===== config.mk =====
export PLATFORM = sky130hd
export DESIGN_NAME = two_class_priority_fifo_top
export DESIGN_NICKNAME = d
export VERILOG_FILES = /design/src/rtl/tcpf_pkg.sv /design/src/rtl/tcpf_ring.sv /design/src/rtl/two_class_priority_fifo_top.sv
export VERILOG_INCLUDE_DIRS = /design/src /design/src/rtl
export SDC_FILE = /design/constraint.sdc
export NUM_CORES = 1
export LEC_CHECK = 0
export BUFFER_PORTS_ARGS = -buffer_cell sky130_fd_sc_hd__buf_2
export CAP_MARGIN = 20
export CORE_ASPECT_RATIO = 0.8
export CORE_MARGIN = 2
export CORE_UTILIZATION = 58
export CTS_BUF_LIST = sky130_fd_sc_hd__clkbuf_4 sky130_fd_sc_hd__clkbuf_8
export DETAILED_ROUTE_END_ITERATION = 10
export PLACE_DENSITY = 0.83
export SYNTH_ARGS = -nofsm -noshare
export SYNTH_HDL_FRONTEND = slang
export SYNTH_SLANG_ARGS = --single-unit

===== constraint.sdc =====
create_clock -name clk -period 4.8 [get_ports clk]
set_input_delay 0.24 -clock clk [delete_from_list [all_inputs] [get_ports clk]]
set_output_delay 0.24 -clock clk [all_outputs]
set_load 0.1 [all_outputs]

===== src/rtl/two_class_priority_fifo_top_macros.svh =====
// Assertion macros shared by the two-class priority FIFO design files.
// Every check is sampled on the rising edge of clk and is switched off while rst_n is low.
`ifndef TWO_CLASS_PRIORITY_FIFO_TOP_MACROS_SVH
`define TWO_CLASS_PRIORITY_FIFO_TOP_MACROS_SVH

// Checks that an implication holds on every clock edge.
`define TCPF_ASSERT(label, prop, msg) \
  label: assert property (@(posedge clk) disable iff (!rst_n) prop) else $error(msg);

// Checks that a condition is never true.
`define TCPF_ASSERT_NEVER(label, cond, msg) \
  label: assert property (@(posedge clk) disable iff (!rst_n) !(cond)) else $error(msg);

`endif


===== src/rtl/tcpf_pkg.sv =====
`timescale 1ns / 1ps

package tcpf_pkg;

  localparam int QUEUE_DEPTH_DEF = 16;

  localparam int KEY_W     = 8;
  localparam int PAYLOAD_W = 16;
  localparam int STATUS_W  = 3;

  localparam logic [KEY_W-1:0] THRESHOLD_RST = 8'd60;

  localparam logic OP_INSERT = 1'b0;
  localparam logic OP_SERVE  = 1'b1;

  localparam logic [STATUS_W-1:0] ST_INS_PRIO = 3'd0;
  localparam logic [STATUS_W-1:0] ST_INS_NORM = 3'd1;
  localparam logic [STATUS_W-1:0] ST_SRV_PRIO = 3'd2;
  localparam logic [STATUS_W-1:0] ST_SRV_NORM = 3'd3;
  localparam logic [STATUS_W-1:0] ST_EMPTY    = 3'd4;
  localparam logic [STATUS_W-1:0] ST_FULL     = 3'd5;

  typedef struct packed {
    logic [KEY_W-1:0]     key;
    logic [PAYLOAD_W-1:0] payload;
  } entry_t;

  // Commands from the scheduler to one queue.
  typedef struct packed {
    logic push;
    logic pop;
  } ring_ctl_t;

  // Occupancy flags from one queue to the scheduler.
  typedef struct packed {
    logic empty;
    logic full;
  } ring_sts_t;

endpackage


===== src/rtl/tcpf_ring.sv =====
`timescale 1ns / 1ps
`include "two_class_priority_fifo_top_macros.svh"

module tcpf_ring #(
  parameter int DEPTH = tcpf_pkg::QUEUE_DEPTH_DEF
) (
  input  logic                clk,
  input  logic                rst_n,
  input  tcpf_pkg::ring_ctl_t ctl,
  input  tcpf_pkg::entry_t    wdata,
  output tcpf_pkg::entry_t    rdata,
  output tcpf_pkg::ring_sts_t sts
);

  localparam int AW = (DEPTH > 1) ? $clog2(DEPTH) : 1;
  localparam int CW = $clog2(DEPTH + 1);
  localparam logic [AW-1:0] LAST = AW'(DEPTH - 1);
  localparam logic [CW-1:0] FULL_CNT = CW'(DEPTH);

  tcpf_pkg::entry_t mem [DEPTH];
  tcpf_pkg::entry_t rdata_r;

  logic [AW-1:0] head_r, head_nxt;
  logic [AW-1:0] tail_r, tail_nxt;
  logic [CW-1:0] count_r, count_nxt;

  always_comb begin
    head_nxt  = head_r;
    tail_nxt  = tail_r;
    count_nxt = count_r;
    if (ctl.push) begin
      tail_nxt = (tail_r == LAST) ? '0 : tail_r + 1'b1;
    end
    if (ctl.pop) begin
      head_nxt = (head_r == LAST) ? '0 : head_r + 1'b1;
    end
    if (ctl.push && !ctl.pop) begin
      count_nxt = count_r + 1'b1;
    end else if (ctl.pop && !ctl.push) begin
      count_nxt = count_r - 1'b1;
    end
  end

  always_ff @(posedge clk) begin
    if (!rst_n) begin
      head_r  <= '0;
      tail_r  <= '0;
      count_r <= '0;
    end else begin
      head_r  <= head_nxt;
      tail_r  <= tail_nxt;
      count_r <= count_nxt;
    end
  end

  // Storage: one write port at the tail, one registered read port at the head.
  always_ff @(posedge clk) begin
    if (ctl.push) begin
      mem[tail_r] <= wdata;
    end
  end

  always_ff @(posedge clk) begin
    if (ctl.pop) begin
      rdata_r <= mem[head_r];
    end
  end

  assign rdata     = rdata_r;
  assign sts.empty = (count_r == '0);
  assign sts.full  = (count_r == FULL_CNT);

  `TCPF_ASSERT_NEVER(a_push_full, ctl.push && sts.full, "push into a full queue")
  `TCPF_ASSERT_NEVER(a_pop_empty, ctl.pop && sts.empty, "pop from an empty queue")
  `TCPF_ASSERT(a_cnt_up, (ctl.push && !ctl.pop) |=> count_r == $past(count_r) + 1'b1, "count did not rise")
  `TCPF_ASSERT(a_cnt_dn, (ctl.pop && !ctl.push) |=> count_r == $past(count_r) - 1'b1, "count did not fall")

endmodule


===== src/rtl/two_class_priority_fifo_top.sv =====
`timescale 1ns / 1ps
`include "two_class_priority_fifo_top_macros.svh"

// Two-class priority FIFO: two circular queues served under strict priority.
// The input channel (in_valid, in_stall, in_opcode, in_key, in_payload) carries one
// item per handshake. An insert item goes to the priority queue when in_key is at or
// above the programmed threshold, and to the normal queue otherwise. A serve item takes
// the head of the priority queue first, then the head of the normal queue.
// Every item yields exactly one result item on the output channel (out_valid,
// out_stall, out_status, out_served_key, out_served_payload).
// An accepted item waits in the input register until the result register can load.
// Then the queues are updated, the queue memory is read and the result register loads
// together, raising out_valid. Throughput is one item per cycle while out_stall is low.
// The input register and the result register advance together, so a stalled result
// holds one item behind it before in_stall rises.
// The threshold is written through cfg_valid/cfg_ready/cfg_priority_threshold.
// Write it only while the block is idle. cfg_ready is always high.
// A synchronous reset (rst_n low) empties both queues and sets the threshold to 60.
// Queue storage is not cleared, because an entry is always written before it is read.
// While out_valid and out_stall are both high, the result register and the queue read data hold steady.
module two_class_priority_fifo_top #(
  parameter int QUEUE_DEPTH = tcpf_pkg::QUEUE_DEPTH_DEF
) (
  input  logic        clk,
  input  logic        rst_n,
  input  logic        in_valid,
  output logic        in_stall,
  input  logic        in_opcode,
  input  logic [7:0]  in_key,
  input  logic [15:0] in_payload,
  output logic        out_valid,
  input  logic        out_stall,
  output logic [2:0]  out_status,
  output logic [7:0]  out_served_key,
  output logic [15:0] out_served_payload,
  input  logic        cfg_valid,
  output logic        cfg_ready,
  input  logic [7:0]  cfg_priority_threshold
);

  // Input register: one item waits here while its queue action is decided.
  logic        a_vld_r;
  logic        a_opcode_r;
  logic [7:0]  a_key_r;
  logic [15:0] a_payload_r;

  // Result register.
  logic        b_vld_r;
  logic [2:0]  b_status_r;
  logic [2:0]  status_nxt;

  logic [7:0]  thr_r;

  logic b_load;
  logic a_adv;
  logic in_acc;

  tcpf_pkg::ring_ctl_t pq_ctl, nq_ctl;
  tcpf_pkg::ring_sts_t pq_sts, nq_sts;
  tcpf_pkg::entry_t    a_entry, pq_rdata, nq_rdata;

  assign cfg_ready = 1'b1;

  // The result register loads whenever it is empty or being drained.
  assign b_load   = !b_vld_r || !out_stall;
  assign a_adv    = a_vld_r && b_load;
  assign in_stall = a_vld_r && !b_load;
  assign in_acc   = in_valid && !in_stall;

  assign a_entry.key     = a_key_r;
  assign a_entry.payload = a_payload_r;

  // Scheduler: queue commands fire only when the item moves on to the result register.
  always_comb begin
    pq_ctl     = '0;
    nq_ctl     = '0;
    status_nxt = tcpf_pkg::ST_EMPTY;
    unique case (a_opcode_r)
      tcpf_pkg::OP_INSERT: begin
        if (a_key_r >= thr_r) begin
          if (pq_sts.full) begin
            status_nxt = tcpf_pkg::ST_FULL;
          end else begin
            status_nxt  = tcpf_pkg::ST_INS_PRIO;
            pq_ctl.push = a_adv;
          end
        end else begin
          if (nq_sts.full) begin
            status_nxt = tcpf_pkg::ST_FULL;
          end else begin
            status_nxt  = tcpf_pkg::ST_INS_NORM;
            nq_ctl.push = a_adv;
          end
        end
      end
      tcpf_pkg::OP_SERVE: begin
        priority if (!pq_sts.empty) begin
          status_nxt = tcpf_pkg::ST_SRV_PRIO;
          pq_ctl.pop = a_adv;
        end else if (!nq_sts.empty) begin
          status_nxt = tcpf_pkg::ST_SRV_NORM;
          nq_ctl.pop = a_adv;
        end else begin
          status_nxt = tcpf_pkg::ST_EMPTY;
        end
      end
    endcase
  end

  always_ff @(posedge clk) begin
    if (!rst_n) begin
      a_vld_r <= 1'b0;
      b_vld_r <= 1'b0;
      thr_r   <= tcpf_pkg::THRESHOLD_RST;
    end else begin
      if (in_acc) begin
        a_vld_r <= 1'b1;
      end else if (a_adv) begin
        a_vld_r <= 1'b0;
      end
      if (b_load) begin
        b_vld_r <= a_vld_r;
      end
      if (cfg_valid && cfg_ready) begin
        thr_r <= cfg_priority_threshold;
      end
    end
  end

  always_ff @(posedge clk) begin
    if (in_acc) begin
      a_opcode_r  <= in_opcode;
      a_key_r     <= in_key;
      a_payload_r <= in_payload;
    end
    if (b_load) begin
      b_status_r <= status_nxt;
    end
  end

  tcpf_ring #(
    .DEPTH (QUEUE_DEPTH)
  ) u_prio_q (
    .clk   (clk),
    .rst_n (rst_n),
    .ctl   (pq_ctl),
    .wdata (a_entry),
    .rdata (pq_rdata),
    .sts   (pq_sts)
  );

  tcpf_ring #(
    .DEPTH (QUEUE_DEPTH)
  ) u_norm_q (
    .clk   (clk),
    .rst_n (rst_n),
    .ctl   (nq_ctl),
    .wdata (a_entry),
    .rdata (nq_rdata),
    .sts   (nq_sts)
  );

  // Served fields come straight from the queue read registers, which only change on a pop.
  always_comb begin
    out_served_key     = '0;
    out_served_payload = '0;
    if (b_status_r == tcpf_pkg::ST_SRV_PRIO) begin
      out_served_key     = pq_rdata.key;
      out_served_payload = pq_rdata.payload;
    end else if (b_status_r == tcpf_pkg::ST_SRV_NORM) begin
      out_served_key     = nq_rdata.key;
      out_served_payload = nq_rdata.payload;
    end
  end

  assign out_valid  = b_vld_r;
  assign out_status = b_status_r;

  `TCPF_ASSERT_NEVER(a_two_ops, (pq_ctl.push || pq_ctl.pop) && (nq_ctl.push || nq_ctl.pop), "both queues acted on one item")
  `TCPF_ASSERT(a_status_rng, out_valid |-> out_status <= tcpf_pkg::ST_FULL, "result status out of range")
  `TCPF_ASSERT(a_adv_fill, a_adv |=> b_vld_r, "advanced item missing from result register")

endmodule


; Word level (Yosys, flattened, before mapping)
; Memories as Yosys holds them, arrays and structs flattened. A register that Yosys moved wholly into a read port is not among the register bits.
; Index checks and enable logic that the tools add are counted.
[word_totals]
register_bits = 64
output_inout_bits = 30
mem_count = 2
input_bits = 38
wordCells = 89
ram_bits = 768
[mem_list]
columns = name, words, width, read_ports, rd_ports_with_merged_regs, wr, line
row1 = u_norm_q.mem, 16, 24, 1, 1, 1, tcpf_ring.sv:20  ; tcpf_pkg::entry_t mem [DEPTH];
row2 = u_prio_q.mem, 16, 24, 1, 1, 1, tcpf_ring.sv:20
[op_classes]
bitwise_logic = 1
muxes = 35
reduce_logical = 21
addsub = 8
n_lt_le_gt_ge = 1
n_eq_ne = 8
[op_table]
columns = cell, n
row1 = $mux 16, 2
row2 = $mux 5, 4
row3 = $mux 1, 17
row4 = $add 4x1->4 const B, 4
row5 = $eq 4x4->1 const B, 4
row6 = $mux 4, 4
row7 = $mux 8, 2
row8 = $mux 3, 5
row9 = $add 5x1->5 const B, 2
row10 = $eq 5x5->1 const B, 2
row11 = $logic_not 5->1, 2
row12 = $sub 5x1->5 const B, 2
row13 = $ge 8x8->1, 1
row14 = $logic_not 1->1, 8
row15 = $logic_and 1x1->1, 7
row16 = $eq 3x2->1 const B, 2
row17 = $pmux 3 s2, 1
row18 = $reduce_bool 2->1, 3
row19 = $logic_or 1x1->1, 1
row20 = $not 1->1, 1

; Depth between registers and ports, before layout
; Gate-level depths: netlist of the first run.
[depth]
ltp_word = 10
mapped_depth = 13
ltp_nobuf = 13

; Hierarchy
; Synthesis of the first run repeated with hierarchy kept, for this count alone.
[hier_totals]
hier_cells = 1577
area_unflattened_um2 = 33613.5
[modules_own_cells]
columns = module, seq_area_each_um2, instances, area_per_inst_um2, cells_each
row1 = tcpf_ring, 12512.0, 2, 15931.5, 719
row2 = two_class_priority_fifo_top, 1041.0, 1, 1750.4, 139

; Worst setup path after synthesis of the first run
; OpenSTA, ideal clock, no wires.
[synth_timing]
kind = reg-to-reg
from = reg a_key_r[0]
to = mem u_norm_q.mem[3][0] (netlist name), enable pin
setup_time_ns = 0.435
synth_period_minus_slack_ns = 4.302
required_time_ns = 4.365
path_stages_with_launch = 8
slack_ns = 0.498
n_path_buf = 0
arrival_time_ns = 3.867
cell_sequence = edfxtp_1 -> inv_1 -> ha_1 -> nand2b_1 -> a2111o_1 -> a31oi_2 -> nand3_1 -> nor3_1
[synth_via]
elab_chain_cells = 5
[synth_rtl]
columns = item, line
row1 = "start, declared", two_class_priority_fifo_top.sv:44  ; logic [7:0] a_key_r;
row2 = "start signal, assigned", two_class_priority_fifo_top.sv:133  ; a_key_r <= in_key;
row3 = $ge 8x8->1, two_class_priority_fifo_top.sv:80  ; if (a_key_r >= thr_r) begin
row4 = $mux 1, two_class_priority_fifo_top.sv:80
row5 = $mux 1, two_class_priority_fifo_top.sv:78  ; unique case (a_opcode_r)
row6 = $mux 1, tcpf_ring.sv:58  ; if (ctl.push) begin
row7 = $mux 1 (implied by the code), tcpf_ring.sv:59  ; mem[tail_r] <= wdata;
row8 = "end, declared", tcpf_ring.sv:20
; No other way between the ends.

; Final worst setup path of the first run
[layout_timing]
from = reg a_key_r[0]
to = reg u_norm_q.count_r[4]
[layout_via]
elab_chain_cells = 6
elab_cells_between_ends = 8
cone_classes = order compare: 1 / mux: 3 / reduce/logical: 4
[layout_rtl]
columns = item, line
row1 = $ge 8x8->1 (*), two_class_priority_fifo_top.sv:80
row2 = $mux 1 (*), two_class_priority_fifo_top.sv:80
row3 = $mux 1 (*), two_class_priority_fifo_top.sv:78
row4 = $logic_not 1->1, tcpf_ring.sv:39  ; end else if (ctl.pop && !ctl.push) begin
row5 = $logic_and 1x1->1, tcpf_ring.sv:39
row6 = $reduce_bool 2->1 (no source line), n/a
row7 = "end signal, assigned", tcpf_ring.sv:52  ; count_r <= count_nxt;
row8 = "end, declared", tcpf_ring.sv:25  ; logic [CW-1:0] count_r, count_nxt;
; Mark *: on every way between the ends. The rest lies on a longest branch, timed or not.
; A chain may end at the register's enable or synchronous reset.

==> impl_metrics.toml, run 1 <==
[detailed_routing]
wl_per_cell_um = 29.0
drc_errors = 0
routed_wl_mm = 79.0
first_pass_iters = 5
first_iter_violations = 2779
viasPerCell = 6.46
ant_nets = 0
vias = 17600

[critical_path]
reg2regPathDepth = 14
critical_path.max_fanout = 33
critPathCaptureType = "flop"
critPathLaunchType = "flop"
reg2reg_from = "a_key_r[0]$_DFFE_PP_"
arrival_ps = 4800
reg2reg_to = "u_norm_q.count_r[4]$_SDFFE_PN0P_"
r2r_setup_slack_ps = 620
path_class = "flop to flop"
cp.required_ps = 5420

[cts]
cts_resized = 0
cts_sinks = 880
clk_latency_ps = 730
cts_tree = "yes"
clk_pin_slew_ps = 60
root_buffer = "clkbuf_8"
cts_buffers = 120
htree_levels = 3
clockBufferDepth = 3
cts_setup_buffers = 0

[floorplan]
die_h_um = 221
core-area_um2 = 58200
rows = 79
dieArea_um2 = 60900
initial_core_util = 0.587
dieWidth_um = 275
io-pin-count = 68

[layout]
areaGrowthSynthToFinish_pct = 12.9
nNetsFinal = 1922
n_fill_cell = 3500
register_area_um2 = 26100
final_common_cell = "edfxtp_1"
finalInstanceArea_um2 = 38600
multi_input_area_um2 = 7630
final_cell_mix = "844 x edfxtp_1, 192 x mux4_2, 124 x clkbuf_8"
final_layout_size_suffix_gt1_frac = 0.273

[global_route]
grt_max_degree = 78
grt_pass1_vias = 17600
grt_pass1_wl_mm = 116
antenna_found_initial = 3
grt-ovfl-total = 0
grt_usage = 0.265

[timing]
worst_pin_slew_ps = 1070
fin_crit_ps = 4180
fmax_ghz = 0.239
timing.slew.headroom = 0.288
slew_viol_final = 0
hold_slack_ps = 58.8
fin_tns_setup_ps = 0
fin_crit_sh = 0.872
hold_violations = 0
rsz0062_at_grt = "false"
setup_viol = 0
setup_slack_ps = 616
worst_clock_skew_ps = 36.6

[placement]
portBuffers = 66
dp_hpwl_mm = 44.3
place_ws_ps = 571
dpl-instance-area_um2 = 35700
gp_routability_congestion = 0.846

[synthesis]
synth_warnings = 0
synth.distinct_cells = 65
synth_edf_count = 844
syn_avg_cell_area_um2 = 20.8
synth.top_cells.by_area = "edfxtp_1 74%, mux4_2 13%, dfxtp_1 2.1%"
ys_ff_latch = 880
synth-async-reset-ratio = 0
netlist_instances = 1641
synth_ff_type = "edfxtp_1"
synth_top_area_frac = 0.742
synth.cell_area_um2 = 34200
syn_nets = 1705
synth.largest_area_cell = "edfxtp_1"
yosysSeqAreaShare = 0.763

[worst_hold_path]
hold_end = "u_norm_q.count_r[2]$_SDFFE_PN0P_"
holdCritStartpoint = "rst_n"
hold_class = "primary input to flop"
hold_depth = 3

[pwr]
clkPwrFrac = 0.367
ir_drop_mv = 0.440
seqPwrFrac = 0.564
p_int_mw = 11.7
powerDensity_nw_per_um2 = 393
swShare = 0.232
p_leak_nw = 12.3
combPwrFrac = 0.069
netSwitchingPower_mw = 3.52

[job]
cap_violations = 0

[outcome]
status = "finished clean"
power by group through the flow:
stage / clock network, mW / logic [mW] / registers, mW
after floorplan: 0 / 0.633 / 8.77
after global placement: 0 / 0.957 / 8.72
after detailed placement: 0 / 0.986 / 8.72
after CTS: 5.63 / 1.02 / 8.56
after global routing: 5.95 / 1.10 / 8.56
final: 5.57 / 1.05 / 8.55
sequential cells by signal (all words and copies together) (netlist names), 4 cells and up:
signal,flops
u_norm_q.mem,384
u_prio_q.mem,384
u_norm_q.rdata,24
u_prio_q.rdata,24
a_payload_r,16
a_key_r,8
thr_r,8
u_norm_q.count_r,5
u_prio_q.count_r,5
u_norm_q.head_r,4
u_norm_q.tail_r,4
u_prio_q.head_r,4
u_prio_q.tail_r,4
critical path, stage by stage, from the launching register on:
cell and delay, ps:
edfxtp_1 350, buf_4 400, inv_1 100, ha_1 290, nand2b_1 140, a2111o_1 500, a31o_4 300, nor2_2 450
inv_1 220, ha_1 380, nor2b_1 150, o21a_1 160, nor2_1 60, or4_1 470, o311ai_1 100
metrics by stage:
step / util / cells / total power, mW
detailed placement: 0.613 / 2454 / 9.71
finish: 0.662 / 2729 / 15.2
floorplan: - / 1641 / 9.40
CTS: 0.661 / 2725 / 15.2
global placement: 0.612 / 2453 / 9.67
global route: 0.662 / 2729 / 15.6
synth_stat cells, types with 2 or more instances:
master and count:
buf_2 28, nor2b_1 57, buf_4 4, xor2_1 2
fa_1 2, inv_1 22, dfxtp_1 36, nor2_1 19
a31oi_1 2, and2_1 8, ha_1 24, mux2i_1 64
and3_1 30, nand3_1 11, clkbuf_1 47, o211ai_1 4
nand2_1 38, a21oi_1 63, nand2b_1 5, nor4_1 3
edfxtp_1 844, inv_2 2, nor3_1 4, buf_1 6
xnor2_1 4, a22o_1 24, o221a_1 2, o21ai_0 7
a41oi_1 2, mux4_2 192, nand3_2 2, a311oi_1 2
a211oi_1 49
per-layer routing:
layer	up-vias	share of wire	GRT usage	wire length [µm]
li1	7230	-	-	-
met4	2	0.024	0.0722	1930
met5	-	0.00016	0	13
met1	9087	0.40	0.419	31600
met3	141	0.13	0.0711	10700
met2	1156	0.44	0.370	34800
layout make-up:
cell class | instances | share of cell area
Sequential cell | 880 | 0.677
Clock inverter | 59 | 0.00866
Tap cell | 769 | 0.0250
Timing Repair Buffer | 182 | 0.0373
Clock buffer | 164 | 0.0520
Multi-Input combinational cell | 649 | 0.198
Inverter | 25 | 0.00243
Antenna cell | 1 | 0.0000649
logic make-up (layout without fill, tap and decap cells):
family | after synthesis | count (layout) | synth area share
other | 1 | 2 | 0.000110
flip-flops | 880 | 880 | 0.763
AO/OA/AOI/OAI | 174 | 174 | 0.0359
AND/OR/NAND/NOR | 185 | 185 | 0.0297
buffers and inverters | 112 | 430 | 0.0143
XOR/XNOR | 6 | 6 | 0.00154
multiplexers | 257 | 257 | 0.146
adder cells (fa/ha/maj) | 26 | 26 | 0.00996
how the worst max path moves through the flow:
stage | from | endpoint | slack, ps | depth (start not counted)
floorplan | a_key_r[0]$_DFFE_PP_ | u_norm_q.mem[3][0]$_DFFE_PP_ | 500 | 7
global placement | a_key_r[7]$_DFFE_PP_ | u_norm_q.count_r[4]$_SDFFE_PN0P_ | 810 | 12
detailed placement | a_key_r[7]$_DFFE_PP_ | u_norm_q.count_r[4]$_SDFFE_PN0P_ | 570 | 12
CTS | a_key_r[7]$_DFFE_PP_ | u_norm_q.count_r[4]$_SDFFE_PN0P_ | 520 | 12
global route | a_key_r[0]$_DFFE_PP_ | u_norm_q.count_r[4]$_SDFFE_PN0P_ | 430 | 14
finish | a_key_r[0]$_DFFE_PP_ | u_norm_q.count_r[4]$_SDFFE_PN0P_ | 620 | 14
what timing repair did:
action / 4_1_cts / 5_1_grt
endpoints found under the setup margin: 0 / 0
endpoints found under the hold margin: 43 / 0
hold buffers: 48 / 0
Power figures use the tool's default switching activity.
==> run 2, diff against run 1 <==
Settings changed: CORE_UTILIZATION 58 to 50, PLACE_DENSITY 0.83 to 0.74.
==> run 2 against run 1 <==
Against the previous run:
- first-iteration DRC count decreased by 19%
- clock skew up 4.8 ps
- highest routed layer is now met4
- register-to-register slack got worse by 99 ps
- wire length is 0.78% higher
- critical path type unchanged
- via count down 1.1%
- cell count up 5.8%
- clock power increased by 5.0%
- sequential share of layout area decreased by 0.54 points
==> impl_metrics.toml, run 2 (same netlist as run 1, synthesis figures left out) <==
[outcome]
status = "finished clean"

[pwr]
powerDensity_nw_per_um2 = 398
p_leak_nw = 12.4
ir_drop_mv = 0.279

[cts]
clk_latency_ps = 740
clockBufferDepth = 3
cts_tree = "yes"
cts_setup_buffers = 0
cts_sinks = 880
cts_resized = 0
cts_buffers = 131
cts_hold_buf = 48
htree_levels = 4
clk_pin_slew_ps = 70
root_buffer = "clkbuf_8"

[critical_path]
critPathCaptureType = "flop"
cp.required_ps = 5420
critical_path.max_fanout = 33
reg2reg_from = "a_key_r[7]$_DFFE_PP_"
crit_start = "a_key_r[7]$_DFFE_PP_"
r2r_setup_slack_ps = 520
arrival_ps = 4900
path_class = "flop to flop"
critPathLaunchType = "flop"

[floorplan]
core-area_um2 = 67400
rows = 85
die_h_um = 238
dieArea_um2 = 70500
io-pin-count = 68
initial_core_util = 0.507
dieWidth_um = 296

[detailed_routing]
wl_per_cell_um = 27.6
vias = 17400
first_pass_iters = 5
routed_wl_mm = 79.6
ant_nets = 0
drc_errors = 0
viasPerCell = 6.04
first_iter_violations = 2252

[timing]
timing.slew.headroom = 0.175
setup_viol = 0
setup_slack_ps = 517
fin_tns_setup_ps = 0
hold_violations = 0
worst_pin_slew_ps = 1230
rsz0062_at_grt = "false"
fin_crit_sh = 0.892
fin_crit_ps = 4280
slew_viol_final = 0
fmax_ghz = 0.233
worst_clock_skew_ps = 41.5

[placement]
place_ws_ps = 595
portBuffers = 66
dp.cells = 2604
gp_routability_congestion = 0.842
dp_hpwl_mm = 45.4

[global_route]
grt_pass1_vias = 17400
antenna_found_initial = 3
grt_usage = 0.231
grt-ovfl-total = 0
grt_pass1_wl_mm = 116
grt_max_degree = 73

[layout]
n_fill_cell = 4828
stdcell_count = 2886
postLayoutCoreUtil = 0.576
nNetsFinal = 1936
final_layout_size_suffix_gt1_frac = 0.283
final_common_cell = "edfxtp_1"
reg_top3 = "u_norm_q.mem (384), u_prio_q.mem (384)"
areaGrowthSynthToFinish_pct = 13.8
final_cell_mix = "844 x edfxtp_1, 192 x mux4_2, 139 x clkbuf_8"

[worst_hold_path]
holdCritStartpoint = "in_payload[13]"
hold_class = "primary input to flop"

[job]
cap_violations = 0
run 2: cell count changes in the layout (fill, tap and decap cells not counted), moves of 2 or more:
cell | before | now
clkbuf_8 | 124 | 139
clkinv_1 | 43 | 32
clkbuf_4 | 40 | 50
buf_4 | 60 | 67
buf_12 | 4 | 1
bufinv_16 | 3 | 1
clkinv_2 | 11 | 9
run 2: path summary, 6_finish.rpt:
kind                                       to  cells after the start
max          u_norm_q.count_r[4]$_SDFFE_PN0P_                     12
min                 a_payload_r[13]$_DFFE_PP_                      2
max reg2reg  u_norm_q.count_r[4]$_SDFFE_PN0P_                     12
min reg2reg  u_norm_q.count_r[2]$_SDFFE_PN0P_                      2
run 2: worst max-delay path, stage by stage (launching register included):
cell and delay, ps:
edfxtp_1 1030, ha_1 410, a41oi_1 190, o21ai_0 240, a31o_4 320, nor2_2 440
inv_1 200, ha_1 380, nor2b_1 140, o21a_1 160, nor2_1 70, or4_1 470
o311ai_1 110
run 2: layout make-up:
cell class | count | area (µm²) | area share
timing repair buffer | 185 | 1400 | 0.0361
multi-input combinational | 649 | 7630 | 0.196
sequential | 880 | 26100 | 0.671
tap | 913 | 1140 | 0.0294
inverter | 25 | 93.8 | 0.00241
clock buffer | 189 | 2290 | 0.0589
clock inverter | 44 | 215 | 0.00554
antenna | 1 | 2.50 | 0.0000644
run 2: layer usage:
metal,global-route usage,part of all wire,up-vias
met5,0,0,-
li1,-,-,7262
met1,0.358,0.42,9039
met2,0.317,0.43,1029
met4,0.0566,0.017,0
met3,0.0755,0.12,93
run 2: per-stage QoR:
step	hold WS, ps	area [µm²]	power, mW
after floorplan	339	34200	9.40
after global placement	417	35800	9.69
after detailed placement	418	35900	9.72
after CTS	164	38900	15.5
after global routing	177	38900	15.9
final	213	38900	15.5
run 2: report_power, final:
part	switching (mW)	internal, mW
Combinational	0.722	0.310
Clock	2.74	3.11
Sequential	0.0936	8.48
==> run 3, diff against run 2 <==
Settings changed: CORE_UTILIZATION 50 to 35, PLACE_DENSITY 0.74 to 0.58.
==> run 3 against run 2 <==
Against the previous run:
- utilization down 17 points
- clock skew up 9.0 ps
- register-to-register slack better by 490 ps
- sequential power about the same
- global-route usage down 7.8 points
- clock power up 3%
- largest power group unchanged
==> impl_metrics.toml, run 3 (same netlist as run 1, synthesis figures left out) <==
[timing]
fin_crit_sh = 0.791
fin_tns_setup_ps = 0
rsz0062_at_grt = "false"
fmax_ghz = 0.264
worst_pin_slew_ps = 1060
fin_crit_ps = 3790
setup_slack_ps = 1010
slew_viol_final = 0
worst_clock_skew_ps = 50.5
timing.slew.headroom = 0.295
hold_violations = 0
hold_slack_ps = 216
setup_viol = 0

[outcome]
status = "finished clean"

[detailed_routing]
vias = 16800
wl_per_cell_um = 23.4
ant_nets = 0
first_pass_iters = 5
routed_wl_mm = 76.5
viasPerCell = 5.13
first_iter_violations = 1694
drc_errors = 0

[critical_path]
reg2reg_from = "a_key_r[7]$_DFFE_PP_"
crit_slowest_cell = "or4_1"
r2r_setup_slack_ps = 1010
path_class = "flop to flop"
crit_family = "simple AND/OR/NAND/NOR gates"
crit_start = "a_key_r[7]$_DFFE_PP_"
critical_path.max_fanout = 33
critPathLaunchType = "flop"
arrival_ps = 4430
cpMostUsedCell = "ha_1"
critPathCaptureType = "flop"
crit_buf_inv = 2
reg2regPathDepth = 13
worstSetupPathDepth = 13
reg2reg_to = "u_norm_q.count_r[4]$_SDFFE_PN0P_"
endpoint = "u_norm_q.count_r[4]$_SDFFE_PN0P_"
cp.required_ps = 5440
critPathMaxStageDelay_ps = 460
worstPathCellList = "buf_4 -> ha_1 -> a41oi_1 -> o21ai_0 -> a31o_4 -> nor2_2 -> inv_1 -> ha_1 -> nor2b_1 -> o21a_1 -> nor2_1 -> or4_1 -> o311ai_1"

[worst_hold_path]
hold_class = "primary input to flop"

[floorplan]
initial_core_util = 0.353
dieArea_um2 = 100000
dieWidth_um = 353
io-pin-count = 68
die_h_um = 283
rows = 102
core-area_um2 = 96700

[layout]
final_layout_size_suffix_gt1_frac = 0.286
final_common_cell = "edfxtp_1"
final_cell_mix = "844 x edfxtp_1, 192 x mux4_2, 140 x clkbuf_8"
nNetsFinal = 1937
reg_top3 = "u_norm_q.mem (384), u_prio_q.mem (384)"
diodes = 0
n_fill_cell = 8651
areaGrowthSynthToFinish_pct = 15.8
register_area_um2 = 26100
multi_input_area_um2 = 7640

[global_route]
grt_pass1_wl_mm = 113
met3_usage = 0.0430
grt_usage = 0.152
grtUsageMet2 = 0.220
antenna_found_initial = 0
grt_max_degree = 65
grt-ovfl-total = 0
grtUsageMet1 = 0.228
grt_pass1_vias = 17600
busiest_layer = "met1"

[job]
cap_violations = 0

[cts]
clk_pin_slew_ps = 70
cts_sinks = 880
cts_resized = 0
cts_tree = "yes"
cts_buffers = 132
cts_setup_buffers = 0
htree_levels = 4
clk_latency_ps = 740
root_buffer = "clkbuf_8"
cts_hold_buf = 49
clockBufferDepth = 3

[pwr]
p_leak_nw = 12.5
powerDensity_nw_per_um2 = 395
ir_drop_mv = 0.312

[placement]
dp_hpwl_mm = 42.9
place_ws_ps = 819
portBuffers = 66
gp_routability_congestion = 0.810
==> run 3: worst min path at each step <==
stage | start | endpoint | slack, ps | depth (start not counted)
after floorplan | in_key[0] | a_key_r[0]$_DFFE_PP_ | 340 | 0
after global placement | in_opcode | a_opcode_r$_DFFE_PP_ | 420 | 1
after detailed placement | in_payload[6] | a_payload_r[6]$_DFFE_PP_ | 420 | 1
after CTS | in_payload[13] | a_payload_r[13]$_DFFE_PP_ | 150 | 2
after global routing | in_key[7] | a_key_r[7]$_DFFE_PP_ | 170 | 2
final | in_key[2] | a_key_r[2]$_DFFE_PP_ | 220 | 2
==> run 3: power breakdown <==
group | internal [mW] | switching, mW
sequential | 8.48 | 0.0864
clock | 3.23 | 2.81
combinational | 0.320 | 0.684
total | 12.0 | 3.58
==> run 3: layout make-up <==
class,count,share of cell area
clock inverters,44,0.00750
clock buffers,188,0.0578
well taps,1300,0.0411
repair buffers,185,0.0386
inverters,25,0.00237
multi-input cells,649,0.193
flip-flops and latches,880,0.659
==> run 3: metal layers <==
layer  share of wire  vias up
met5               0        -
met4           0.014        0
met3           0.085       88
met2            0.44      595
met1            0.46     8819
li1                -     7275
==> run 3: per-stage QoR <==
step                      power (mW)   util  instance area (µm²)  std cells
after floorplan                 9.40      -                34200       1641
after global placement          9.66  0.375                36200       2979
after detailed placement        9.68  0.375                36300       2980
after CTS                       15.8  0.407                39300       3261
after global routing            16.2  0.409                39600       3271
final                           15.6  0.409                39600       3271
